===== src/rtl/huffman_code_bit_packer_core_assert.svh =====
// Assertion macros for the code bit packer.
`ifndef HUFFMAN_CODE_BIT_PACKER_CORE_ASSERT_SVH
`define HUFFMAN_CODE_BIT_PACKER_CORE_ASSERT_SVH

// Check a condition at every clock edge outside reset.
`define HCBP_ASSERT_ALWAYS(label, cond, msg) \
  label: assert property (@(posedge clk) disable iff (rst) (cond)) else $error(msg);

// Check that an antecedent implies a consequent in the next cycle.
`define HCBP_ASSERT_NEXT(label, ante, cons, msg) \
  label: assert property (@(posedge clk) disable iff (rst) (ante) |=> (cons)) else $error(msg);

`endif


===== src/rtl/hcbp_pkg.sv =====
`timescale 1ns / 1ps
`default_nettype none

package hcbp_pkg;

  localparam int BYTE_BITS    = 8;
  localparam int SYM_W        = 8;
  localparam int CODE_W       = 16;
  localparam int LEN_W        = 5;
  localparam int MAX_CODE_LEN = 16;
  localparam int LEN_LIMIT    = (MAX_CODE_LEN > CODE_W) ? CODE_W : MAX_CODE_LEN;
  localparam int TABLE_DEPTH  = 256;
  localparam int PEND_W       = 7;
  localparam int ACC_W        = CODE_W + PEND_W;
  localparam int FIFO_DEPTH   = 4;
  localparam int FIFO_AW      = 2;
  localparam int FIFO_CW      = 3;

  typedef enum logic [1:0] {
    REQ_LOAD   = 2'd0,
    REQ_ENCODE = 2'd1,
    REQ_FLUSH  = 2'd2
  } req_t;

  typedef struct packed {
    logic [LEN_W-1:0]  len;
    logic [CODE_W-1:0] code;
  } entry_t;

  typedef struct packed {
    logic encode;
    logic flush;
  } stage_t;

  typedef struct packed {
    logic [BYTE_BITS-1:0] data;
    logic                 last;
  } out_t;

  typedef struct packed {
    logic [1:0] count;
    out_t       first;
    out_t       second;
  } push_t;

  function automatic logic [BYTE_BITS-1:0] flip8(input logic [BYTE_BITS-1:0] v);
    logic [BYTE_BITS-1:0] r;
    for (int i = 0; i < BYTE_BITS; i++) begin
      r[BYTE_BITS-1-i] = v[i];
    end
    return r;
  endfunction

endpackage

`default_nettype wire


===== src/rtl/hcbp_out_fifo.sv =====
`timescale 1ns / 1ps
`default_nettype none

module hcbp_out_fifo (
  input  wire logic                             clk,
  input  wire logic                             rst,
  input  wire hcbp_pkg::push_t                  push,
  input  wire logic                             pop,
  output hcbp_pkg::out_t                        head_entry,
  output logic [hcbp_pkg::FIFO_CW-1:0]          count
);

  hcbp_pkg::out_t mem [hcbp_pkg::FIFO_DEPTH];
  logic [hcbp_pkg::FIFO_AW-1:0] head, tail;
  logic [hcbp_pkg::FIFO_CW-1:0] count_next;
  logic [hcbp_pkg::FIFO_AW-1:0] tail_next;

  assign head_entry = mem[head];
  assign tail_next  = tail + hcbp_pkg::FIFO_AW'(1);

  always_comb begin
    count_next = count + hcbp_pkg::FIFO_CW'(push.count)
                 - hcbp_pkg::FIFO_CW'(pop);
  end

  always_ff @(posedge clk) begin
    if (push.count != 2'd0) begin
      mem[tail] <= push.first;
    end
    if (push.count == 2'd2) begin
      mem[tail_next] <= push.second;
    end
  end

  always_ff @(posedge clk) begin
    if (rst) begin
      head  <= '0;
      tail  <= '0;
      count <= '0;
    end else begin
      head  <= head + hcbp_pkg::FIFO_AW'(pop);
      tail  <= tail + hcbp_pkg::FIFO_AW'(push.count);
      count <= count_next;
    end
  end

endmodule

`default_nettype wire


===== config.mk =====
export PLATFORM = sky130hd
export DESIGN_NAME = hcbp_out_fifo
export DESIGN_NICKNAME = d
export VERILOG_FILES = /design/src/rtl/huffman_code_bit_packer_core_assert.svh /design/src/rtl/hcbp_pkg.sv /design/src/rtl/hcbp_out_fifo.sv
export SDC_FILE = /design/constraint.sdc
export NUM_CORES = 1
export LEC_CHECK = 0
export ABC_AREA = 1
export ABC_CLOCK_PERIOD_IN_PS = 1600
export BUFFER_PORTS_ARGS = -buffer_cell sky130_fd_sc_hd__buf_2
export CAP_MARGIN = 40
export CORE_MARGIN = 3
export CORE_UTILIZATION = 48
export DETAILED_ROUTE_END_ITERATION = 6
export GPL_TIMING_DRIVEN = 0
export HOLD_SLACK_MARGIN = 0.08
export PLACE_DENSITY = 0.71
export SLEW_MARGIN = 20
export SYNTH_ARGS = -nofsm -noshare
export SYNTH_HDL_FRONTEND = slang
export SYNTH_SLANG_ARGS = --single-unit

===== constraint.sdc =====
create_clock -name clk -period 1.6 [get_ports clk]
set_input_delay 0 -clock clk [delete_from_list [all_inputs] [get_ports clk]]
set_output_delay 0 -clock clk [all_outputs]
set_load 0.02 [all_outputs]

==> results of run 1 <==
power by group through the flow:
stage          combinational [mW]  sequential, mW  clock [mW]
5_1_grt                     0.821            1.39       0.879
3_5_place_dp                0.660            1.41           0
2_1_floorplan               0.424            1.43           0
3_3_place_gp                0.643            1.41           0
4_1_cts                     0.720            1.39       0.834
6_report                    0.730            1.39       0.829
cells in the final DEF, fill, tap and decap left out, types with 6 or more instances in the layout:
cell type,synthesis,routed
o21ai_0,13,13
o21ai_2,8,8
nor2_1,10,10
buf_2,3,35
nand2_4,4,6
dfxtp_1,7,6
o21ai_1,28,28
inv_1,43,40
o211ai_1,9,9
a21oi_1,11,10
nand2_1,65,59
dlygate4sd3_1,0,14
edfxtp_1,36,36
flip-flops by register name (all words and copies together) (netlist names):
register / count
mem: 36
count: 3
head: 2
tail: 2
kinds of logic after synthesis:
group	synth area share (%)
AO/OA/AOI/OAI	17.34
XOR/XNOR	0.3817
adder cells (fa/ha/maj)	3.599
buffers and inverters	10.30
flip-flops	53.22
AND/OR/NAND/NOR	15.16
per-stage QoR:
step / area (um2) / hold WS (ns) / utilization, %
floorplan: 2301 / 0.06160 / -
global placement: 2536 / 0.2476 / 56.68
detailed placement: 2536 / 0.2461 / 56.68
CTS: 2821 / 0.08039 / 63.06
global route: 2851 / 0.09977 / 63.73
finish: 2851 / 0.07709 / 63.73
layer usage:
metal	track usage (%)	vias up	share of wire [%]
met5	0	-	0
met4	5.631	0	1.0
met3	4.406	5	7.0
met2	35.40	67	50
met1	25.58	860	42
li1	-	949	-
what timing repair did:
action                                  4_1_cts  5_1_grt
endpoints found under the setup margin       46       28
endpoints found under the hold margin        43        0
hold buffers                                 14        0
gates resized for setup                      14       12
pin swaps                                     5        3
cell type report:
type / count / area (um2) / area share, %
Sequential cell: 43 / 1225 / 42.96
Clock inverter: 3 / 38.79 / 1.360
Multi-Input combinational cell: 158 / 893.4 / 31.33
Buffer: 10 / 85.08 / 2.984
Inverter: 44 / 165.2 / 5.792
Clock buffer: 5 / 68.82 / 2.413
Timing Repair Buffer: 48 / 310.3 / 10.88
Tap cell: 52 / 65.06 / 2.282
tightest hold or removal path: cells and delay by family:
family,cells,cell delay [ns]
adders and majority gates,1,0.13
buffers and inverters,2,0.14
and+or+nand+nor,1,0.06
worst max path at each step:
stage | slack (ns) | from | endpoint
finish | 0.05 | count[0] | count[2]
global route | -0.03 | count[0] | count[2]
CTS | 0.004 | count[0] | count[2]
detailed placement | -0.15 | tail[0] | mem[2][2]
global placement | -0.14 | tail[1] | mem[3][7]
floorplan | 0.02 | count[0] | count[2]
==> metrics.csv, run 1 <==
stage,metric,value,unit
final_layout,final_cells,363,
synth,netlist_top_cells_count,"nand2_1 (65), inv_1 (43), edfxtp_1 (36)",
synth,synth_edf_count,36,
power,p_per_area,1033,nW/um2
clock_tree,cts_tree,built,
die,core,4474,um2
worst_hold_path,holdPathStages,4,
synth,synth_most_common_cell,nand2_1,
synth,synth_area_leaders,"edfxtp_1 (47%), nand2_1 (11%), inv_1 (7.0%)",
critical_path,r2r_cells,9,
synth,synth_seq_cells,43,
clock_tree,cts.sinks,43,
power,p_leak,1.343,nW
synth,yosysSeqAreaShare,53.22,%
worst_hold_path,min_to,head[0],
timing,period_needed,1.548,ns
critical_path,critPathMaxFanout,2,
clock_tree,post-cts-setup-buffers,0,
die,start_util,51.29,%
job,drv_cap,0,
die,core.rowCount,24,
global_route,grt_max_degree,14,
synth,yosys.area.top_type,edfxtp_1,
critical_path,cp_common_cell,inv_2,
critical_path,end_kind,register,
critical_path,path_cells,inv_2 -> ha_4 -> inv_2 -> ha_4 -> fa_2 -> inv_2 -> nand2_2 -> a21oi_2 -> nor2_1,
clock_tree,clkLatencyLatePin,0.30,ns
worst_hold_path,min-delay-start,pop,
worst_hold_path,holdCritPathClass,input port to register,
timing,grt_setup_unrepaired,yes,
critical_path,r2r-end,count[2],
final_layout,n_antenna_cell,0,
power,comb_power_share,24.8,%
timing,relSlewSlack,78.55,%
timing,finalCritPeriodShare,96.74,%
critical_path,reg2reg_from,count[0],
place,portBuffers,34,
synth,ys.flop_type,edfxtp_1,
outcome,run_status,"finished, final reports clean",
place,post-place-ws,-0.1524,ns
critical_path,cp_slowest_cell,dfxtp_4,
place,dp_hpwl,3.533,mm
critical_path,critPathKind,register to register,
synth,synth_cells,255,
synth,syn_nets,284,
critical_path,cp.depth,9,
final_layout,syn_to_final_growth,24.26,%
place,gp_congestion,0.7647,
synth,async_reset_ff_share,0,%
timing,finClkSkew,0.007803,ns
timing,hold_violations,0,
clock_tree,path_clk_slew,0.08,ns
clock_tree,clockRootBuffer,clkbuf_8,
critical_path,worstPathArrival,1.75,ns
power,irDropWorstVdd,0.0005529,V
timing,setup_tns,0,ns
synth,synth.distinct_cells,20,
power,p_clk_share,28.1,%
global_route,grt_usage,20.33,%
critical_path,r2r_slack,0.05,ns
clock_tree,clk_path_buf_depth,2,
timing,fmax,646.1,MHz
clock_tree,cts_made_buffers,5,
critical_path,path_buf_inv,3,
die,fp.dieW,75.14,um
critical_path,crit_family,adder cells,
die,die-area,5646,um2
routing,drt_iter0_drc,194,
power,sw_frac_of_total,29.72,%
synth,synthesis.area,2295,um2
timing,drv_slew,0,
critical_path,cpPeakStageDelay,0.35,ns
power,switchingPower,0.8750,mW
final_layout,drive_above_1_share,25.40,%
synth,syn_area_per_cell,8.999,um2
global_route,antenna_found_initial,0,
synth,synth_top_cell_area_share,47.11,%
routing,viasPerCell,5.182,
timing,finalSetupViolCount,0,
final_layout,fillCellCount,380,
power,p_int,2.069,mW
die,io_pins,35,
routing,vias,1881,
die,die_height,75.14,um
routing,ant_nets,0,
critical_path,startpoint_type,register,
timing,layout_setup_ws,0.05216,ns
routing,avgRoutedWirePerCell,14.65,um
power,finalPower,2.944,mW
final_layout,nets,339,
power,p_seq_share,47.1,%
clock_tree,htreeDepth,2,
global_route,grt_overflow_total,0,
synth,yosysWarnings,0,
place,placedCellCount,341,
routing,remaining_drc_errors,0,
global_route,grt_pass1_vias,1770,
global_route,grt_pass1_wl,8.259,mm
critical_path,cp.required,1.80,ns
routing,drtPass1Iterations,4,
timing,worst_pin_slew,0.3184,ns
routing,routed_wl,5.318,mm
No activity file was read; power rests on OpenSTA's default activity.
==> run 2: changes to the inputs <==
--- a/config.mk
+++ b/config.mk
@@ -5,16 +5,15 @@
 export SDC_FILE = /design/constraint.sdc
 export NUM_CORES = 1
 export LEC_CHECK = 0
-export ABC_AREA = 1
 export ABC_CLOCK_PERIOD_IN_PS = 1600
 export BUFFER_PORTS_ARGS = -buffer_cell sky130_fd_sc_hd__buf_2
 export CAP_MARGIN = 40
 export CORE_MARGIN = 3
-export CORE_UTILIZATION = 48
+export CORE_UTILIZATION = 50
 export DETAILED_ROUTE_END_ITERATION = 6
 export GPL_TIMING_DRIVEN = 0
 export HOLD_SLACK_MARGIN = 0.08
-export PLACE_DENSITY = 0.71
+export PLACE_DENSITY = 0.74
 export SLEW_MARGIN = 20
 export SYNTH_ARGS = -nofsm -noshare
 export SYNTH_HDL_FRONTEND = slang
==> run 2 against run 1 <==
Effect of this change:
- core utilization grew 7.3 points
- clock skew is essentially flat
- worst hold slack gained 0.088 ns
- fmax shrank 3.2%
- synthesized cell count shrank 49%
- critical path type unchanged
- largest power group unchanged
- highest routed layer unchanged
==> metrics.csv, run 2 <==
stage,metric,value,unit,change
critical_path,cp.required,1.65,ns,-0.15 ns
place,post-place-ws,-0.4300,ns,-0.2776 ns
critical_path,cp_slowest_cell,dfxtp_4,,
critical_path,critPathMaxFanout,8,,+6
synth,yosysSeqAreaShare,55.39,%,+2.2 points
timing,hold_violations,0,,unchanged
die,die-area,5242,um2,-7.2%
critical_path,cpPeakStageDelay,0.39,ns,+0.04 ns
synth,yosysWarnings,0,,unchanged
timing,layout_setup_ws,0.001809,ns,-0.05035 ns
die,die_height,72.40,um,-3.6%
timing,period_needed,1.598,ns,+0.05035 ns
synth,synth_top_cell_area_share,49.04,%,+1.9 points
synth,synth_cells,129,,-49%
place,placedCellCount,216,,-37%
power,irDropWorstVdd,0.0005865,V,+6.1%
global_route,grt_overflow_total,0,,unchanged
critical_path,startpoint_type,register,,
place,portBuffers,33,,-2.9%
final_layout,fin_util,70.99,%,+7.3 points
final_layout,regMostFlops,mem,,
clock_tree,path_clk_slew,0.08,ns,about the same
timing,finClkSkew,0.007459,ns,-0.0003441 ns
final_layout,nets,227,,-33%
clock_tree,htreeDepth,2,,unchanged
routing,remaining_drc_errors,0,,unchanged
synth,yosys.area.top_type,edfxtp_1,,
final_layout,n_antenna_cell,0,,unchanged
routing,avgRoutedWirePerCell,17.23,um,+18%
job,drv_cap,0,,unchanged
critical_path,worstPathArrival,1.65,ns,-0.10 ns
timing,worst_pin_slew,0.5749,ns,+0.2565 ns
place,placed_cell_area,2480,um2,-2.2%
routing,ant_nets,0,,unchanged
die,core,4115,um2,-8.0%
timing,drv_slew,0,,unchanged
timing,relSlewSlack,61.44,%,-17 points
routing,routed_wl,4.290,mm,-19%
final_layout,drive_above_1_share,55.28,%,+30 points
final_layout,final_cells,249,,-31%
synth,async_reset_ff_share,0,%,unchanged
die,io_pins,35,,unchanged
timing,finalSetupViolCount,0,,unchanged
global_route,antenna_found_initial,0,,unchanged
power,p_leak,1.158,nW,-14%
final_layout,layout_common_cells,"buf_2 (36), edfxtp_1 (36), mux2_2 (23), dlygate4sd3_1 (22), mux2_4 (13)",,
routing,drtPass1Iterations,4,,unchanged
final_layout,largest_register_ffs,36,,unchanged
global_route,grt_max_degree,14,,unchanged
synth,synth.distinct_cells,22,,+10%
synth,synth_area_leaders,"edfxtp_1 (49%), mux2_2 (14%), mux4_2 (9.2%)",,
critical_path,end_kind,register,,
synth,synth_edf_count,36,,unchanged
clock_tree,cts_tree,built,,
critical_path,path_cells,nor4bb_4 -> buf_4 -> buf_6 -> mux2_2,,
final_layout,stdcell_area,2922,um2,+2.5%
timing,finalCritPeriodShare,99.89,%,+3.1 points
die,core.rowCount,23,,-4.2%
synth,ys.flop_type,edfxtp_1,,
worst_hold_path,holdCritPathClass,input port to register,,
die,fp.dieW,72.40,um,-3.6%
synth,synth_most_common_cell,edfxtp_1,,
synth,syn_nets,158,,-44%
final_layout,biggestRegsByFlops,"mem: 36 flops, count: 3 flops",,
clock_tree,clockRootBuffer,clkbuf_8,,
global_route,grt_pass1_wl,6.596,mm,-20%
die,start_util,53.57,%,+2.3 points
clock_tree,cts.sinks,43,,unchanged
timing,setup_tns,0,ns,unchanged
synth,syn_area_per_cell,17.09,um2,+90%
global_route,grt_usage,17.18,%,-3.2 points
timing,fmax,625.7,MHz,-3.2%
critical_path,critPathKind,register to register,,
power,finalPower,3.176,mW,+7.9%
timing,hold-worst-slack,0.1651,ns,+0.08802 ns
clock_tree,clkLatencyLatePin,0.30,ns,about the same
global_route,grt_pass1_vias,1391,,-21%
critical_path,crit_family,flip-flops,,
power,p_per_area,1087,nW/um2,+5.3%
synth,synth_seq_cells,43,,unchanged
routing,drt_iter0_drc,79,,-59%
routing,vias,1348,,-28%
routing,viasPerCell,5.414,,+4.5%
critical_path,path_buf_inv,2,,-1
place,dp_hpwl,2.853,mm,-19%
clock_tree,clk_path_buf_depth,2,,unchanged
final_layout,fillCellCount,258,,-32%
outcome,run_status,"finished, final reports clean",,
final_layout,syn_to_final_growth,32.52,%,
synth,netlist_top_cells_count,"edfxtp_1 (36), mux2_2 (27), mux2_4 (9), mux4_2 (9), dfxtp_1 (7)",,
synth,synthesis.area,2205,um2,-3.9%
place,gp_congestion,0.6904,,-9.7%
critical_path,r2r_slack,0.002,ns,-0.05 ns
timing,grt_setup_unrepaired,yes,,
clock_tree,cts_made_buffers,5,,unchanged
[run 2: changes by cell type in the layout (fill, tap and decap cells not counted), moves of 6 or more]
cell	before	now
a21oi_1	10	0
buf_4	2	8
dlygate4sd3_1	14	22
inv_1	40	6
mux2_2	0	23
mux2_4	0	13
mux4_2	0	9
nand2_1	59	0
nand2_4	6	0
o211ai_1	9	0
o21ai_0	13	0
o21ai_1	28	0
o21ai_2	8	0
[run 2: worst reg2reg max path: stages, from the launching register on]
cell and delay, ns:
dfxtp_4 0.39, nor4bb_4 0.33, buf_4 0.17, buf_6 0.13
mux2_2 0.33
[run 2: cell type report]
| type | count | area [um2] | area share, % |
|---|---|---|---|
| Clock buffer | 6 | 72.57 | 2.484 |
| Clock inverter | 2 | 60.06 | 2.056 |
| Sequential cell | 43 | 1227 | 42.01 |
| Tap cell | 50 | 62.56 | 2.141 |
| Buffer | 6 | 55.05 | 1.884 |
| Inverter | 6 | 22.52 | 0.7709 |
| Timing Repair Buffer | 64 | 454.2 | 15.55 |
| Multi-Input combinational cell | 72 | 967.2 | 33.10 |
[run 2: layer usage]
metal	up-vias	track usage [%]	share of wire (%)	routed length (um)
met2	31	31.65	54	2299
met4	0	7.377	1.9	82
met5	-	0	0	0
li1	640	-	-	-
met3	10	3.047	3.4	147
met1	667	19.34	41	1760
[run 2: worst paths after layout]
kind	cells past startpoint	startpoint	to
max	4	tail[0]	mem[3][0]
max reg2reg	4	tail[0]	mem[3][0]
min reg2reg	2	count[2]	count[2]
min	3	push[19]	tail[1]
[run 2: power by group]
group	internal [mW]	leakage (nW)	switching [mW]	total, mW
clock	0.624	0.0654	0.380	1.00
sequential	1.37	0.397	0.0513	1.42
combinational	0.406	0.696	0.349	0.755
total	2.40	1.16	0.780	3.18
[run 2: kinds of logic (layout without fill, tap and decap cells)]
family	count (synthesis)	after routing	share of synthesized area [%]
AO/OA/AOI/OAI	3	3	1.135
adder cells (fa/ha/maj)	6	6	3.746
flip-flops	43	43	55.39
AND/OR/NAND/NOR	14	14	4.654
XOR/XNOR	3	3	2.440
multiplexers	46	46	29.57
buffers and inverters	14	84	3.064
[run 2: timing repair]
action,CTS,global route
pin swaps,1,1
hold buffers,22,0
cloned,0,1
resized for setup,5,14
buffers inserted,2,2
endpoints found under the setup margin,61,30
endpoints found under the hold margin,43,0
