## src/rtl/huffman_code_bit_packer_core_assert.svh

```systemverilog
// Assertion macros for the code bit packer.
`ifndef HUFFMAN_CODE_BIT_PACKER_CORE_ASSERT_SVH
`define HUFFMAN_CODE_BIT_PACKER_CORE_ASSERT_SVH

// Check a condition at every clock edge outside reset.
`define HCBP_ASSERT_ALWAYS(label, cond, msg) \
  label: assert property (@(posedge clk) disable iff (rst) (cond)) else $error(msg);

// Check that an antecedent implies a consequent in the next cycle.
`define HCBP_ASSERT_NEXT(label, ante, cons, msg) \
  label: assert property (@(posedge clk) disable iff (rst) (ante) |=> (cons)) else $error(msg);

`endif

```

## src/rtl/hcbp_pkg.sv

```systemverilog
`timescale 1ns / 1ps
`default_nettype none

package hcbp_pkg;

  localparam int BYTE_BITS    = 8;
  localparam int SYM_W        = 8;
  localparam int CODE_W       = 16;
  localparam int LEN_W        = 5;
  localparam int MAX_CODE_LEN = 16;
  localparam int LEN_LIMIT    = (MAX_CODE_LEN > CODE_W) ? CODE_W : MAX_CODE_LEN;
  localparam int TABLE_DEPTH  = 256;
  localparam int PEND_W       = 7;
  localparam int ACC_W        = CODE_W + PEND_W;
  localparam int FIFO_DEPTH   = 4;
  localparam int FIFO_AW      = 2;
  localparam int FIFO_CW      = 3;

  typedef enum logic [1:0] {
    REQ_LOAD   = 2'd0,
    REQ_ENCODE = 2'd1,
    REQ_FLUSH  = 2'd2
  } req_t;

  typedef struct packed {
    logic [LEN_W-1:0]  len;
    logic [CODE_W-1:0] code;
  } entry_t;

  typedef struct packed {
    logic encode;
    logic flush;
  } stage_t;

  typedef struct packed {
    logic [BYTE_BITS-1:0] data;
    logic                 last;
  } out_t;

  typedef struct packed {
    logic [1:0] count;
    out_t       first;
    out_t       second;
  } push_t;

  function automatic logic [BYTE_BITS-1:0] flip8(input logic [BYTE_BITS-1:0] v);
    logic [BYTE_BITS-1:0] r;
    for (int i = 0; i < BYTE_BITS; i++) begin
      r[BYTE_BITS-1-i] = v[i];
    end
    return r;
  endfunction

endpackage

`default_nettype wire

```

## src/rtl/hcbp_pack.sv

```systemverilog
`timescale 1ns / 1ps
`default_nettype none

module hcbp_pack (
  input  wire logic             clk,
  input  wire logic             rst,
  input  wire hcbp_pkg::stage_t stage,
  input  wire logic             hit,
  input  wire hcbp_pkg::entry_t entry,
  output hcbp_pkg::push_t       push
);

  logic [hcbp_pkg::PEND_W-1:0] pend_bits, pend_bits_next;
  logic [2:0]                  pend_count, pend_count_next;

  logic [hcbp_pkg::ACC_W-1:0]  acc;
  logic [hcbp_pkg::LEN_W-1:0]  total;
  logic [hcbp_pkg::LEN_W-1:0]  rem;
  logic [hcbp_pkg::ACC_W-1:0]  sh0, sh1;
  logic [hcbp_pkg::BYTE_BITS-1:0] rem_mask;
  logic [hcbp_pkg::BYTE_BITS-1:0] flush_byte;

  always_comb begin
    acc = (hcbp_pkg::ACC_W'(pend_bits) << entry.len) | hcbp_pkg::ACC_W'(entry.code);
    total = hcbp_pkg::LEN_W'(pend_count) + entry.len;
    sh0 = acc >> (total - hcbp_pkg::LEN_W'(hcbp_pkg::BYTE_BITS));
    sh1 = acc >> (total - hcbp_pkg::LEN_W'(2 * hcbp_pkg::BYTE_BITS));
    flush_byte = hcbp_pkg::BYTE_BITS'({1'b0, pend_bits} <<
                 (4'(hcbp_pkg::BYTE_BITS) - {1'b0, pend_count}));

    push            = '0;
    pend_bits_next  = pend_bits;
    pend_count_next = pend_count;
    rem             = total;

    if (stage.encode && hit) begin
      if (total >= hcbp_pkg::LEN_W'(2 * hcbp_pkg::BYTE_BITS)) begin
        push.count        = 2'd2;
        push.first.data   = hcbp_pkg::flip8(sh0[hcbp_pkg::BYTE_BITS-1:0]);
        push.second.data  = hcbp_pkg::flip8(sh1[hcbp_pkg::BYTE_BITS-1:0]);
        push.second.last  = 1'b1;
        rem               = total - hcbp_pkg::LEN_W'(2 * hcbp_pkg::BYTE_BITS);
      end else if (total >= hcbp_pkg::LEN_W'(hcbp_pkg::BYTE_BITS)) begin
        push.count        = 2'd1;
        push.first.data   = hcbp_pkg::flip8(sh0[hcbp_pkg::BYTE_BITS-1:0]);
        push.first.last   = 1'b1;
        rem               = total - hcbp_pkg::LEN_W'(hcbp_pkg::BYTE_BITS);
      end
      rem_mask        = (hcbp_pkg::BYTE_BITS'(1) << rem[2:0]) - hcbp_pkg::BYTE_BITS'(1);
      pend_count_next = rem[2:0];
      pend_bits_next  = acc[hcbp_pkg::PEND_W-1:0] & rem_mask[hcbp_pkg::PEND_W-1:0];
    end else begin
      rem_mask = '0;
      if (stage.flush && pend_count != 3'd0) begin
        push.count      = 2'd1;
        push.first.data = hcbp_pkg::flip8(flush_byte);
        push.first.last = 1'b1;
        pend_bits_next  = '0;
        pend_count_next = 3'd0;
      end
    end
  end

  always_ff @(posedge clk) begin
    if (rst) begin
      pend_bits  <= '0;
      pend_count <= '0;
    end else begin
      pend_bits  <= pend_bits_next;
      pend_count <= pend_count_next;
    end
  end

endmodule

`default_nettype wire

```

## config.mk

```make
export PLATFORM = sky130hd
export DESIGN_NAME = hcbp_pack
export DESIGN_NICKNAME = d
export VERILOG_FILES = /design/src/rtl/huffman_code_bit_packer_core_assert.svh /design/src/rtl/hcbp_pkg.sv /design/src/rtl/hcbp_pack.sv
export SDC_FILE = /design/constraint.sdc
export NUM_CORES = 1
export LEC_CHECK = 0
export BUFFER_PORTS_ARGS = -buffer_cell sky130_fd_sc_hd__buf_4
export CAP_MARGIN = 20
export CORE_ASPECT_RATIO = 0.75
export CORE_MARGIN = 2
export CORE_UTILIZATION = 54
export CTS_CLUSTER_DIAMETER = 50
export CTS_CLUSTER_SIZE = 14
export DETAILED_ROUTE_END_ITERATION = 16
export PLACE_DENSITY_LB_ADDON = 0.15
export SKIP_CTS_REPAIR_TIMING = 1
export SYNTH_ARGS = -nofsm -noshare
export SYNTH_HDL_FRONTEND = slang
export SYNTH_SLANG_ARGS = --single-unit
```

## constraint.sdc

```tcl
create_clock -name clk -period 3.1 [get_ports clk]
set_input_delay 0 -clock clk [delete_from_list [all_inputs] [get_ports clk]]
set_output_delay 0 -clock clk [all_outputs]
set_load 0.1 [all_outputs]
```

==> results of run 1 <==
logic make-up (layout without fill, tap and decap cells):
logic type | after synthesis | count (layout) | share of synthesized area [%]
fa+ha+maj | 9 | 9 | 3.97
buf+inv | 51 | 102 | 7.32
mux | 47 | 47 | 20.4
simple gates | 155 | 155 | 25.6
xor+xnor | 5 | 5 | 1.45
flops | 10 | 10 | 6.62
compound gates | 144 | 144 | 34.6
power groups by stage:
stage	logic (W)	clock network, W	registers (W)
4_1_cts	0.000947	0.000172	0.000143
3_3_place_gp	0.000933	0	0.000146
5_1_grt	0.00111	0.000177	0.000145
6_report	0.00107	0.000170	0.000145
3_5_place_dp	0.000943	0	0.000146
2_1_floorplan	0.000706	0	0.000145
routing by layer:
metal | track usage [%] | part of all wire, % | vias to the layer above | routed length, um
met5 | 0 | 0 | - | 0
met4 | 6.92 | 2.9 | 0 | 376
met3 | 8.59 | 15 | 68 | 1920
met2 | 56.5 | 44 | 398 | 5610
met1 | 51.4 | 38 | 1890 | 4910
li1 | - | - | 1748 | -
cells in the final DEF, fill, tap and decap left out, types with 4 or more instances in the layout:
cell type and n:
sky130_fd_sc_hd__buf_4 73, sky130_fd_sc_hd__nor2_1 43, sky130_fd_sc_hd__nand2_1 27, sky130_fd_sc_hd__mux2i_1 23, sky130_fd_sc_hd__a21oi_1 19, sky130_fd_sc_hd__nand3_1 18, sky130_fd_sc_hd__nor3_1 14, sky130_fd_sc_hd__mux2_2 13
sky130_fd_sc_hd__mux4_2 10, sky130_fd_sc_hd__o21ai_0 9, sky130_fd_sc_hd__a31oi_1 8, sky130_fd_sc_hd__o22ai_1 8, sky130_fd_sc_hd__o211ai_1 8, sky130_fd_sc_hd__inv_1 7, sky130_fd_sc_hd__and2_1 7, sky130_fd_sc_hd__nor2b_1 7
sky130_fd_sc_hd__a22oi_1 7, sky130_fd_sc_hd__buf_12 7, sky130_fd_sc_hd__dfxtp_1 7, sky130_fd_sc_hd__a21o_1 6, sky130_fd_sc_hd__a32oi_1 6, sky130_fd_sc_hd__a211oi_1 6, sky130_fd_sc_hd__o21a_1 5, sky130_fd_sc_hd__o21ai_2 5
sky130_fd_sc_hd__and3_1 4, sky130_fd_sc_hd__o221ai_1 4, sky130_fd_sc_hd__a211o_1 4, sky130_fd_sc_hd__nor4_1 4, sky130_fd_sc_hd__ha_4 4, sky130_fd_sc_hd__clkbuf_8 4
registers in the layout, summed over array words and instances, names as in the netlist:
register,cells
pend_bits,7
pend_count,3
layout make-up:
cell class	count	area (um^2)	area share [%]
Sequential cell	10	206	4.98
Inverter	12	47.5	1.15
Multi-Input combinational cell	360	2980	71.9
Tap cell	75	93.8	2.26
Timing Repair Buffer	86	762	18.4
Clock buffer	4	55.1	1.33
stage by stage:
stage	hold slack [ns]	setup WS (ns)	setup TNS [ns]	util (%)	total power (W)
floorplan	0.245	-0.527	-2.17	-	0.000851
global placement	0.237	0.0945	0	69.6	0.00108
detailed placement	0.240	-0.0648	-0.0849	69.6	0.00109
CTS	-0.0175	-0.385	-1.44	70.6	0.00126
global route	0.192	-0.364	-1.86	77.1	0.00143
finish	0.204	-0.336	-1.42	77.1	0.00139
worst reg2reg max path, cell delays in order (launching register included):
cell and delay [ns]:
sky130_fd_sc_hd__dfxtp_2 0.33, sky130_fd_sc_hd__ha_4 0.16, sky130_fd_sc_hd__fa_2 0.42, sky130_fd_sc_hd__buf_4 0.17, sky130_fd_sc_hd__xor2_2 0.20, sky130_fd_sc_hd__buf_12 0.19
sky130_fd_sc_hd__nor2_1 0.22, sky130_fd_sc_hd__nand2_1 0.09, sky130_fd_sc_hd__ha_1 0.28, sky130_fd_sc_hd__xor2_1 0.17, sky130_fd_sc_hd__nor3_1 0.14, sky130_fd_sc_hd__a31oi_1 0.06
sky130_fd_sc_hd__nor3_1 0.18, sky130_fd_sc_hd__a21oi_1 0.06, sky130_fd_sc_hd__nor2_1 0.10
path summary, 6_finish.rpt:
path                                      to                        from  depth (start not counted)
setup / recovery                    push[16]  pend_count[0]$_SDFFE_PP0P_                         15
hold / removal     pend_bits[5]$_SDFFE_PP0P_                    entry[5]                          4
setup reg to reg   pend_bits[6]$_SDFFE_PP0P_  pend_count[0]$_SDFFE_PP0P_                         14
hold reg to reg   pend_count[1]$_SDFFE_PP0P_  pend_count[1]$_SDFFE_PP0P_                          2
==> parameters.txt, run 1 <==
Parameter                              Value

Outcome
  Result of the run ... finished with violations
  Failing checks ... setup timing

Global route
  GRT Util Overall ... 36.2%
  Pin count of the biggest net entering global routing ... 29
  Antenna violations before repair ... 0
  First-pass GRT wire length ... 17700 um
  GR Overflow Total ... 0
  Via count of the first global-routing pass ... 3385

Floorplan
  Std cell rows ... 23
  Starting Density ... 56.2%
  I/O pins ... 46
  Core Box Area ... 0.00538 mm^2
  Width of the chip ... 90.4 um
  Die Y-Extent ... 68.8 um
  Die footprint ... 0.00622 mm^2

Route
  Detailed-route wire length per cell ... 23.4 um
  Antenna-violating nets left ... 0
  Total Routed Length ... 12800 um
  Detailed-route via count ... 4104
  First-pass iteration count of the detailed router ... 6
  Iteration-0 DRC Markers ... 699
  Post-route DRC ... 0
  Ratio of routed vias to standard cells ... 7.50

Finish
  Number of antenna cells inserted ... 0
  Summed area of non-filler cells in the final layout ... 0.00415 mm^2
  Post-synthesis to final-layout area growth ... 37.2%
  Number of cells in the finished layout apart from fillers ... 547
  Ratio of cells with drive above 1 in the final layout ... 36.9%
  Count of filler cells inserted in the layout ... 363
  Number of nets at the end of the flow ... 508

Timing
  Final critical path time including I/O delays and setup ... 3.44 ns
  Clk_skew ... 0.00110 ns
  Slew Limit Headroom ... 39.3%
  Final Setup Violations ... 8
  Max-slew violation count ... 0
  Max Clk Rate ... 0.291 GHz
  Worst Setup Slack, final ... -0.336 ns
  Final Cycle Share ... 111%
  Unrepaired setup endpoints after global routing ... yes
  Measured slew at the worst slew-check pin ... 0.908 ns
  Hold violation total from the final report ... 0

CTS
  Buffer cell driving the clock tree root ... sky130_fd_sc_hd__clkbuf_8
  # H-tree levels ... 1
  Buffer levels on the longest clock path ... 2
  Clock transition at the registers of the reported paths ... 0.05 ns
  TritonCTS clock tree ... done
  Number of buffers added by the clock tree synthesis step ... 3
  CTS sink cnt ... 10
  Clock latency on the worst-skew pair ... 0.24 ns

Min path
  Type of the tightest min-delay check ... in -> reg

Power
  Internal power contribution ... 0.000635 W
  Sw power ... 0.000753 W
  Cell leakage power ... 1.56 nW
  Share of total power in combinational logic ... 77.3%
  Switching fraction of total power ... 54.2%
  Clock network power share ... 12.3%
  Maximum ir drop on the vdd rail ... 276 uV
  Sequential Power Share ... 10.4%
  Pwr/cell area ... 335 mW/mm^2

Setup path
  Arrival @ worst endpoint ... 3.44 ns
  Endpoint class of the critical path ... primary output
  Slowest stage delay, CP ... 0.42 ns
  Type of the setup path with the least slack ... reg -> out
  Buffer and inverter count on the worst path ... 4
  Kind of cell adding the most delay to the critical path ... adder cells
  Internal reg-to-reg setup slack ... 0.24 ns
  Startpoint type of the worst setup path ... register
  Largest driver fanout on the critical path ... 5
  Worst path slowest cell ... sky130_fd_sc_hd__fa_2
  Crit-path cells ... ha_4, fa_2, a21oi_4, nand2b_4, xnor2_4, inv_2, ha_4, nand3b_1, o211ai_1, buf_4, buf_12, nor3_1, nor4_2, a311oi_4, buf_12
  CP required ... 3.10 ns

Synthesis
  Synth Flop Type ... sky130_fd_sc_hd__dfxtp_1
  Net count after synthesis ... 456
  Post-synth EDFFs ... 0
  Warnings from Yosys ... 0
  Share of Yosys cell area claimed by the top area cell type ... 7.61%
  Average size of a mapped cell ... 7.18 um^2
  Number of distinct standard cells referenced by the synthesized netlist ... 70
  Count leader, synth ... sky130_fd_sc_hd__nor2_1
  Share of flip-flops with an asynchronous set or reset after synthesis ... 0%
  Top cells by area, synth ... sky130_fd_sc_hd__mux2i_1 (7.6%), sky130_fd_sc_hd__mux4_2 (7.4%), sky130_fd_sc_hd__dfxtp_1 (6.6%), sky130_fd_sc_hd__nor2_1 (5.7%), sky130_fd_sc_hd__mux2_2 (4.8%)
  Seq/Total Area, Yosys ... 6.62%
  Register bit total from synthesis ... 10
  Post-synthesis instance area ... 0.00302 mm^2
  Yosys top cell by area ... sky130_fd_sc_hd__mux2i_1
  Synthesized instance count ... 421
  Post-synth top cells ... sky130_fd_sc_hd__nor2_1 (46), sky130_fd_sc_hd__nand2_1 (27), sky130_fd_sc_hd__mux2i_1 (23)

Place
  Total half-perimeter wirelength after legalization and detailed placement ... 8910 um
  Placed standard-cell area ... 0.00374 mm^2
  Cells after DPL ... 532
  Port buffer count ... 45
  Weighted congestion at the end of routability-driven global placement ... 1.04

Job
  # Max-Cap Violations ... 0
Power figures use the tool's default switching activity.
==> inputs of run 2 (changes only) <==
--- a/config.mk
+++ b/config.mk
@@ -5,16 +5,18 @@
 export SDC_FILE = /design/constraint.sdc
 export NUM_CORES = 1
 export LEC_CHECK = 0
+export ABC_AREA = 1
 export BUFFER_PORTS_ARGS = -buffer_cell sky130_fd_sc_hd__buf_4
 export CAP_MARGIN = 20
 export CORE_ASPECT_RATIO = 0.75
 export CORE_MARGIN = 2
-export CORE_UTILIZATION = 54
+export CORE_UTILIZATION = 53
 export CTS_CLUSTER_DIAMETER = 50
 export CTS_CLUSTER_SIZE = 14
 export DETAILED_ROUTE_END_ITERATION = 16
 export PLACE_DENSITY_LB_ADDON = 0.15
 export SKIP_CTS_REPAIR_TIMING = 1
+export SKIP_LAST_GASP = 1
 export SYNTH_ARGS = -nofsm -noshare
 export SYNTH_HDL_FRONTEND = slang
 export SYNTH_SLANG_ARGS = --single-unit
==> run 2 against run 1 <==
  * The run now ends clean
  * Cell area down 23%
  * Final cell count rose by 15%
  * Combinational power is 22% lower
  * First-iteration DRC count fell by 28%
  * Sequential share of layout area rose by 1.3 points
  * Clock skew up 0.0024 ns
  * Worst setup slack gained 0.55 ns
  * Routed wire length down 28%
  * Total power is 19% lower
  * Critical path type unchanged
  * Critical endpoint is now push[11]
==> parameters.txt, run 2 <==
Parameter                              Value

Timing
  Clk_skew ... 0.00346 ns (was 0.00110 ns)
  Hold violation total from the final report ... 0 (unchanged)
  Final-layout worst hold slack ... 0.00746 ns (was 0.204 ns)
  Measured slew at the worst slew-check pin ... 0.650 ns (was 0.908 ns)
  Final Setup Violations ... 0 (was 8)
  Worst Setup Slack, final ... 0.212 ns (was -0.336 ns)
  Final critical path time including I/O delays and setup ... 2.89 ns (was 3.44 ns)
  Setup total negative slack ... 0 ns (was -1.42 ns)
  Slew Limit Headroom ... 56.5% (was 39.3%)
  Final Cycle Share ... 93.2% (was 111%)
  Unrepaired setup endpoints after global routing ... no (was yes)
  Max Clk Rate ... 0.346 GHz (was 0.291 GHz)
  Max-slew violation count ... 0 (unchanged)

Setup path
  Arrival @ worst endpoint ... 2.89 ns (was 3.44 ns)
  Startpoint type of the worst setup path ... register (unchanged)
  Endpoint class of the critical path ... primary output (unchanged)
  CP required ... 3.10 ns (about the same)
  Type of the setup path with the least slack ... reg -> out (unchanged)
  Largest driver fanout on the critical path ... 21 (was 5)

Route
  Post-route DRC ... 0 (unchanged)
  Detailed-route wire length per cell ... 14.7 um (was 23.4 um)
  First-pass iteration count of the detailed router ... 8 (was 6)
  Ratio of routed vias to standard cells ... 5.94 (was 7.50)
  Antenna-violating nets left ... 0 (unchanged)
  Total Routed Length ... 9250 um (was 12800 um)
  Iteration-0 DRC Markers ... 500 (was 699)
  Detailed-route via count ... 3731 (was 4104)

Synthesis
  Combinational family with the most area after synthesis ... simple AND/OR/NAND/NOR gates (was compound AO/OA/AOI/OAI gates)
  Share of Yosys cell area claimed by the top area cell type ... 26.4% (was 7.61%)
  Post-synth EDFFs ... 0 (unchanged)
  Share of flip-flops with an asynchronous set or reset after synthesis ... 0% (unchanged)
  Warnings from Yosys ... 0 (unchanged)
  Top cells by area, synth ... sky130_fd_sc_hd__nand3_1 (26%), sky130_fd_sc_hd__nand2_1 (21%), sky130_fd_sc_hd__dfxtp_1 (7.2%), sky130_fd_sc_hd__inv_1 (5.2%), sky130_fd_sc_hd__nand4_1 (4.7%) (was sky130_fd_sc_hd__mux2i_1 (7.6%), sky130_fd_sc_hd__mux4_2 (7.4%), sky130_fd_sc_hd__dfxtp_1 (6.6%), sky130_fd_sc_hd__nor2_1 (5.7%), sky130_fd_sc_hd__mux2_2 (4.8%))
  Post-synth top cells ... sky130_fd_sc_hd__nand2_1 (157), sky130_fd_sc_hd__nand3_1 (147), sky130_fd_sc_hd__inv_1 (39) (was sky130_fd_sc_hd__nor2_1 (46), sky130_fd_sc_hd__nand2_1 (27), sky130_fd_sc_hd__mux2i_1 (23))
  Synth Area in Simple Gates ... 61.8% (was 25.6%)
  Count leader, synth ... sky130_fd_sc_hd__nand2_1 (was sky130_fd_sc_hd__nor2_1)
  Net count after synthesis ... 565 (was 456)
  Fraction of synthesized cell area in xor and xnor cells ... 1.57% (was 1.45%)
  Synth Flop Type ... sky130_fd_sc_hd__dfxtp_1 (unchanged)
  Yosys top cell by area ... sky130_fd_sc_hd__nand3_1 (was sky130_fd_sc_hd__mux2i_1)
  Average size of a mapped cell ... 5.27 um^2 (was 7.18 um^2)
  Number of distinct standard cells referenced by the synthesized netlist ... 40 (was 70)
  Register bit total from synthesis ... 10 (unchanged)
  Complex-gate fraction of the synthesized area ... 12.5% (was 34.6%)
  Adder and majority cell fraction of the synthesized area ... 4.30% (was 3.97%)
  Multiplexer share of the synthesized area ... 0.359% (was 20.4%)
  Post-synthesis instance area ... 0.00279 mm^2 (was 0.00302 mm^2)
  Synthesized instance count ... 530 (was 421)
  Seq/Total Area, Yosys ... 7.17% (was 6.62%)

Power
  Pwr/cell area ... 349 mW/mm^2 (was 335 mW/mm^2)
  Sw power ... 0.000662 W (was 0.000753 W)
  Sequential Power Share ... 13.2% (was 10.4%)
  Switching fraction of total power ... 59.2% (was 54.2%)
  Maximum ir drop on the vdd rail ... 279 uV (was 276 uV)
  Clock network power share ... 11.8% (was 12.3%)
  Share of total power in combinational logic ... 74.9% (was 77.3%)
  Cell leakage power ... 1.58 nW (was 1.56 nW)
  Internal power contribution ... 0.000457 W (was 0.000635 W)

Finish
  Leading cell types in the layout, fill and taps excluded ... sky130_fd_sc_hd__nand2_1 (157), sky130_fd_sc_hd__nand3_1 (147), sky130_fd_sc_hd__buf_4 (55) (was sky130_fd_sc_hd__buf_4 (73), sky130_fd_sc_hd__nor2_1 (43), sky130_fd_sc_hd__nand2_1 (27))
  Post-synthesis to final-layout area growth ... 15.0% (was 37.2%)
  Registers with the most flip-flops ... pend_bits: 7 flops, pend_count: 3 flops (unchanged)
  Register name with the most flops ... pend_bits (unchanged)
  Number of antenna cells inserted ... 0 (unchanged)
  Summed area of non-filler cells in the final layout ... 0.00321 mm^2 (was 0.00415 mm^2)
  Ratio of cells with drive above 1 in the final layout ... 16.5% (was 36.9%)
  Number of cells in the finished layout apart from fillers ... 628 (was 547)
  Flip-flop count of the largest register after layout ... 7 (unchanged)
  Count of filler cells inserted in the layout ... 506 (was 363)
  Number of nets at the end of the flow ... 593 (was 508)
  Leading cell type in the layout, fill and taps excluded ... sky130_fd_sc_hd__nand2_1 (was sky130_fd_sc_hd__buf_4)

Job
  # Max-Cap Violations ... 0 (unchanged)

Global route
  GR Overflow Total ... 0 (unchanged)
  Antenna violations before repair ... 0 (unchanged)
  First-pass GRT wire length ... 15200 um (was 17700 um)
  Pin count of the biggest net entering global routing ... 25 (was 29)
  Via count of the first global-routing pass ... 3192 (was 3385)
  GRT Util Overall ... 33.0% (was 36.2%)

Floorplan
  Width of the chip ... 87.8 um (was 90.4 um)
  Core Box Area ... 0.00498 mm^2 (was 0.00538 mm^2)
  Die footprint ... 0.00587 mm^2 (was 0.00622 mm^2)
  I/O pins ... 46 (unchanged)
  Std cell rows ... 22 (was 23)
  Starting Density ... 56.0% (was 56.2%)
  Die Y-Extent ... 66.9 um (was 68.8 um)

Place
  Placed standard-cell area ... 0.00314 mm^2 (was 0.00374 mm^2)
  Cells after DPL ... 622 (was 532)
  DP Worst Slack ... 0.423 ns (was -0.0648 ns)
  Port buffer count ... 45 (unchanged)
  Total half-perimeter wirelength after legalization and detailed placement ... 7490 um (was 8910 um)
  Weighted congestion at the end of routability-driven global placement ... 1.03 (was 1.04)

CTS
  Buffer levels on the longest clock path ... 2 (unchanged)
  Buffer cell driving the clock tree root ... sky130_fd_sc_hd__clkbuf_8 (unchanged)
  Number of buffers added by the clock tree synthesis step ... 3 (unchanged)
  # H-tree levels ... 1 (unchanged)
  Clock latency on the worst-skew pair ... 0.23 ns (was 0.24 ns)
  CTS sink cnt ... 10 (unchanged)
  TritonCTS clock tree ... done (unchanged)
  Clock transition at the registers of the reported paths ... 0.05 ns (about the same)

Outcome
  Result of the run ... complete, no violations (was finished with violations)

Min path
  Type of the tightest min-delay check ... in -> reg (unchanged)
## run 2: changes by cell type after synthesis, moves of 9 or more
cell / delta
sky130_fd_sc_hd__o22ai_1: -9
sky130_fd_sc_hd__inv_1: +29
sky130_fd_sc_hd__mux2i_1: -22
sky130_fd_sc_hd__nand4_1: +21
sky130_fd_sc_hd__nor2_1: -20
sky130_fd_sc_hd__mux2_2: -13
sky130_fd_sc_hd__clkbuf_1: -13
sky130_fd_sc_hd__nand2_1: +130
sky130_fd_sc_hd__nand3_1: +129
sky130_fd_sc_hd__mux4_2: -10
## run 2: cell families (layout without fill, tap and decap cells)
logic type / count (synthesis) / in the layout
flip-flops: 10 / 10
AND/OR/NAND/NOR: 371 / 371
AO/OA/AOI/OAI: 59 / 59
XOR/XNOR: 2 / 2
buffers and inverters: 78 / 104
multiplexers: 1 / 1
adder cells (fa/ha/maj): 9 / 9
## run 2: power groups by stage
| stage | Combinational (W) | Sequential, W | Clock [W] |
|---|---|---|---|
| after floorplan | 0.000642 | 0.000144 | 0 |
| after global placement | 0.000811 | 0.000149 | 0 |
| after detailed placement | 0.000811 | 0.000149 | 0 |
| after CTS | 0.000814 | 0.000147 | 0.000132 |
| after global routing | 0.000910 | 0.000149 | 0.000144 |
| final | 0.000838 | 0.000148 | 0.000133 |
## run 2: routing by layer
layer | share of wire (%) | wire, um | GRT usage (%)
met1 | 45 | 4120 | 48.0
met2 | 43 | 3960 | 52.0
met3 | 12 | 1090 | 5.70
met4 | 0.92 | 85 | 4.42
met5 | 0 | 0 | 0
## run 2: stage by stage
stage	total power [W]	utilization, %
global route	0.00120	64.4
global placement	0.000961	63.1
CTS	0.00109	63.9
finish	0.00112	64.4
detailed placement	0.000960	63.1
floorplan	0.000786	-
## run 2: worst max-delay path, cell delays in order, from the launching register on
cell and delay (ns):
sky130_fd_sc_hd__dfxtp_1 0.31, sky130_fd_sc_hd__ha_1 0.20, sky130_fd_sc_hd__fa_1 0.55, sky130_fd_sc_hd__inv_1 0.52, sky130_fd_sc_hd__nand3_1 0.19, sky130_fd_sc_hd__nand3_1 0.16, sky130_fd_sc_hd__nand3_1 0.08, sky130_fd_sc_hd__nand2_1 0.12
sky130_fd_sc_hd__nand2_1 0.07, sky130_fd_sc_hd__nand2_1 0.06, sky130_fd_sc_hd__nand2_1 0.05, sky130_fd_sc_hd__nand2_1 0.05, sky130_fd_sc_hd__buf_4 0.28
## run 2: final timing paths
check	from	endpoint	slack, ns	cells after the start
setup / recovery	pend_count[0]$_SDFFE_PP0P_	push[11]	0.21	12
hold / removal	rst	pend_bits[0]$_SDFFE_PP0P_	0.007	2
setup reg to reg	pend_count[0]$_SDFFE_PP0P_	pend_bits[6]$_SDFFE_PP0P_	0.60	11
hold reg to reg	pend_count[2]$_SDFFE_PP0P_	pend_count[2]$_SDFFE_PP0P_	0.52	2
## run 2: final cells by class
type                            count  area [um^2]  share of cell area, %
Multi-Input combinational cell    442         2290                   71.3
Timing Repair Buffer               55          413                   12.9
Sequential cell                    10          200                   6.24
Inverter                           46          175                   5.46
Tap cell                           72         90.1                   2.81
Clock buffer                        3         41.3                   1.29
==> inputs of run 3 (changes only) <==
--- a/config.mk
+++ b/config.mk
@@ -14,6 +14,7 @@
 export CTS_CLUSTER_DIAMETER = 50
 export CTS_CLUSTER_SIZE = 14
 export DETAILED_ROUTE_END_ITERATION = 16
+export MAX_ROUTING_LAYER = met4
 export PLACE_DENSITY_LB_ADDON = 0.15
 export SKIP_CTS_REPAIR_TIMING = 1
 export SKIP_LAST_GASP = 1
==> run 3 against run 2 <==
  * Sequential share of layout area barely moved
  * Global-route usage grew 2.0 points
  * Clock skew down 0.0026 ns
  * Sequential power barely moved
  * Cell area increased by 0.58%
  * Critical path depth grew 4
  * Non-clock buffer count increased by 1
  * Critical endpoint is now push[17]
  * Largest cell class unchanged
  * Largest power group unchanged
==> parameters.txt, run 3 (same netlist as run 2, synthesis figures left out) <==
Parameter                              Value

Timing
  Final Setup Violations ... 0 (unchanged)
  Final Cycle Share ... 93.8% (was 93.2%)
  Slew Limit Headroom ... 56.0% (was 56.5%)
  Max Clk Rate ... 0.344 GHz (was 0.346 GHz)
  Clk_skew ... 0.000864 ns (was 0.00346 ns)
  Max-slew violation count ... 0 (unchanged)
  Measured slew at the worst slew-check pin ... 0.659 ns (was 0.650 ns)
  Unrepaired setup endpoints after global routing ... no (unchanged)
  Hold violation total from the final report ... 0 (unchanged)
  Worst Setup Slack, final ... 0.192 ns (was 0.212 ns)
  Final critical path time including I/O delays and setup ... 2.91 ns (was 2.89 ns)

Finish
  Number of cells in the finished layout apart from fillers ... 630 (was 628)
  Register name with the most flops ... pend_bits (unchanged)
  Leading cell type in the layout, fill and taps excluded ... sky130_fd_sc_hd__nand2_1 (unchanged)
  Flip-flop count of the largest register after layout ... 7 (unchanged)
  Leading cell types in the layout, fill and taps excluded ... sky130_fd_sc_hd__nand2_1 (157), sky130_fd_sc_hd__nand3_1 (147), sky130_fd_sc_hd__buf_4 (56) (was sky130_fd_sc_hd__nand2_1 (157), sky130_fd_sc_hd__nand3_1 (147), sky130_fd_sc_hd__buf_4 (55))
  Number of nets at the end of the flow ... 594 (was 593)
  Post-synthesis to final-layout area growth ... 15.6% (was 15.0%)
  Registers with the most flip-flops ... pend_bits: 7 flops, pend_count: 3 flops (unchanged)
  Ratio of cells with drive above 1 in the final layout ... 16.7% (was 16.5%)
  Number of antenna cells inserted ... 0 (unchanged)

Setup path
  Worst Reg2Reg Path Length in Cells ... 11 (unchanged)
  Worst path slowest cell ... sky130_fd_sc_hd__fa_1 (unchanged)
  CP required ... 3.10 ns (about the same)
  Type of the setup path with the least slack ... reg -> out (unchanged)
  Arrival @ worst endpoint ... 2.91 ns (was 2.89 ns)
  Reg-to-Reg End ... pend_bits[6]$_SDFFE_PP0P_ (unchanged)
  Crit-path cells ... ha_1, fa_1, nand2_1, a21oi_4, xor2_4, buf_4, ha_1, a21oi_4, nand3_2, nand2_4, nor2_2, inv_2, nand2_1, o21ai_1, nand2_1, buf_4 (was ha_1, fa_1, inv_1, nand3_1, nand3_1, nand3_1, nand2_1, nand2_1, nand2_1, nand2_1, nand2_1, buf_4)
  Startpoint of the worst-slack reg-to-reg timing path ... pend_count[0]$_SDFFE_PP0P_ (unchanged)
  Startpoint type of the worst setup path ... register (unchanged)
  Largest driver fanout on the critical path ... 6 (was 21)
  Slowest stage delay, CP ... 0.38 ns (was 0.55 ns)
  Endpoint class of the critical path ... primary output (unchanged)
  Internal reg-to-reg setup slack ... 0.51 ns (was 0.60 ns)
  Worst path most repeated cell ... sky130_fd_sc_hd__nand2_1 (unchanged)
  Launching element of the worst setup path ... pend_count[0]$_SDFFE_PP0P_ (unchanged)

Place
  Weighted congestion at the end of routability-driven global placement ... 1.00 (was 1.03)
  Total half-perimeter wirelength after legalization and detailed placement ... 7740 um (was 7490 um)
  DP Worst Slack ... 0.416 ns (was 0.423 ns)
  Cells after DPL ... 622 (unchanged)
  Port buffer count ... 45 (unchanged)

Outcome
  Result of the run ... complete, no violations (unchanged)

Global route
  Pin count of the biggest net entering global routing ... 25 (unchanged)
  GRT Util Overall ... 35.0% (was 33.0%)
  Most used routing layer in global routing ... met2 (unchanged)
  Via count of the first global-routing pass ... 3274 (was 3192)
  Met2 usage ... 54.9% (was 52.0%)
  Antenna violations before repair ... 0 (unchanged)
  GR Overflow Total ... 0 (unchanged)
  Global Route met3 Usage ... 2.35% (was 5.70%)
  First-pass GRT wire length ... 15600 um (was 15200 um)
  Global routing usage on met1 ... 51.2% (was 48.0%)

Min path
  Min-Delay Endpoint ... pend_bits[2]$_SDFFE_PP0P_ (was pend_bits[0]$_SDFFE_PP0P_)
  Type of the tightest min-delay check ... in -> reg (unchanged)
  Cells on Worst Hold Path ... 2 (unchanged)
  Start point of the worst hold path ... rst (unchanged)

Route
  Post-route DRC ... 0 (unchanged)
  Detailed-route wire length per cell ... 15.4 um (was 14.7 um)
  Detailed-route via count ... 3797 (was 3731)
  Ratio of routed vias to standard cells ... 6.03 (was 5.94)
  Total Routed Length ... 9720 um (was 9250 um)
  First-pass iteration count of the detailed router ... 6 (was 8)
  Antenna-violating nets left ... 0 (unchanged)
  Iteration-0 DRC Markers ... 574 (was 500)

Floorplan
  Die footprint ... 0.00587 mm^2 (unchanged)
  Core Box Area ... 0.00498 mm^2 (unchanged)
  Starting Density ... 56.0% (unchanged)
  Width of the chip ... 87.8 um (unchanged)
  I/O pins ... 46 (unchanged)
  Die Y-Extent ... 66.9 um (unchanged)
  Std cell rows ... 22 (unchanged)

Power
  Maximum ir drop on the vdd rail ... 255 uV (was 279 uV)
  Pwr/cell area ... 359 mW/mm^2 (was 349 mW/mm^2)
  Cell leakage power ... 1.59 nW (was 1.58 nW)

CTS
  Buffer levels on the longest clock path ... 2 (unchanged)
  CTS sink cnt ... 10 (unchanged)
  Clock transition at the registers of the reported paths ... 0.05 ns (about the same)
  TritonCTS clock tree ... done (unchanged)
  Number of buffers added by the clock tree synthesis step ... 3 (unchanged)
  Buffer cell driving the clock tree root ... sky130_fd_sc_hd__clkbuf_8 (unchanged)
  Clock latency on the worst-skew pair ... 0.23 ns (about the same)
  # H-tree levels ... 1 (unchanged)

Job
  # Max-Cap Violations ... 0 (unchanged)
## run 3: layout make-up
type                    instances  area, um^2
multi-input cells             442        2290
fillers                       502        1750
flip-flops and latches         10         200
clock buffers                   4        55.1
inverters                      46         175
repair buffers                 56         420
well taps                      72        90.1
## run 3: stage by stage
stage	instance area, um^2	total power, W	utilization (%)	setup TNS (ns)	hold slack [ns]
after floorplan	2830	0.000786	-	-0.0145	0.249
after global placement	3140	0.000963	63.1	0	0.244
after detailed placement	3140	0.000966	63.1	0	0.250
after CTS	3200	0.00113	64.2	0	0.00635
after global routing	3230	0.00124	64.8	0	0.0194
final	3230	0.00116	64.8	0	0.0111
## run 3: worst max-delay path by stage
stage	end	slack, ns	cells after the start
2_1_floorplan	push[5]	-0.01	8
3_3_place_gp	push[17]	0.46	15
3_5_place_dp	push[17]	0.42	15
4_1_cts	push[17]	0.15	15
5_1_grt	push[14]	0.04	13
6_report	push[17]	0.19	16
## run 3: layer usage
layer  vias up  part of all wire, %  wire [um]
met1      1683                   44       4280
li1       1861                    -          -
met4         0                 0.51         50
met3         9                   12       1160
met2       244                   44       4240
met5         -                    0          0
## run 3: power by group
group          switching, W  total, W  leakage, nW  internal, W
registers         0.0000118  0.000148       0.0814     0.000136
clock network     0.0000512  0.000163       0.0288     0.000112
logic              0.000610  0.000847         1.48     0.000237
total              0.000673   0.00116         1.59     0.000485
## run 3: worst max-delay path, delay by kind of cell, from the launching register on
| family | cells | cell delay [ns] |
|---|---|---|
| AO/OA/AOI/OAI | 3 | 0.37 |
| XOR/XNOR | 1 | 0.17 |
| flip-flops | 1 | 0.31 |
| AND/OR/NAND/NOR | 6 | 0.54 |
| buffers and inverters | 3 | 0.49 |
| adder cells (fa/ha/maj) | 3 | 0.78 |
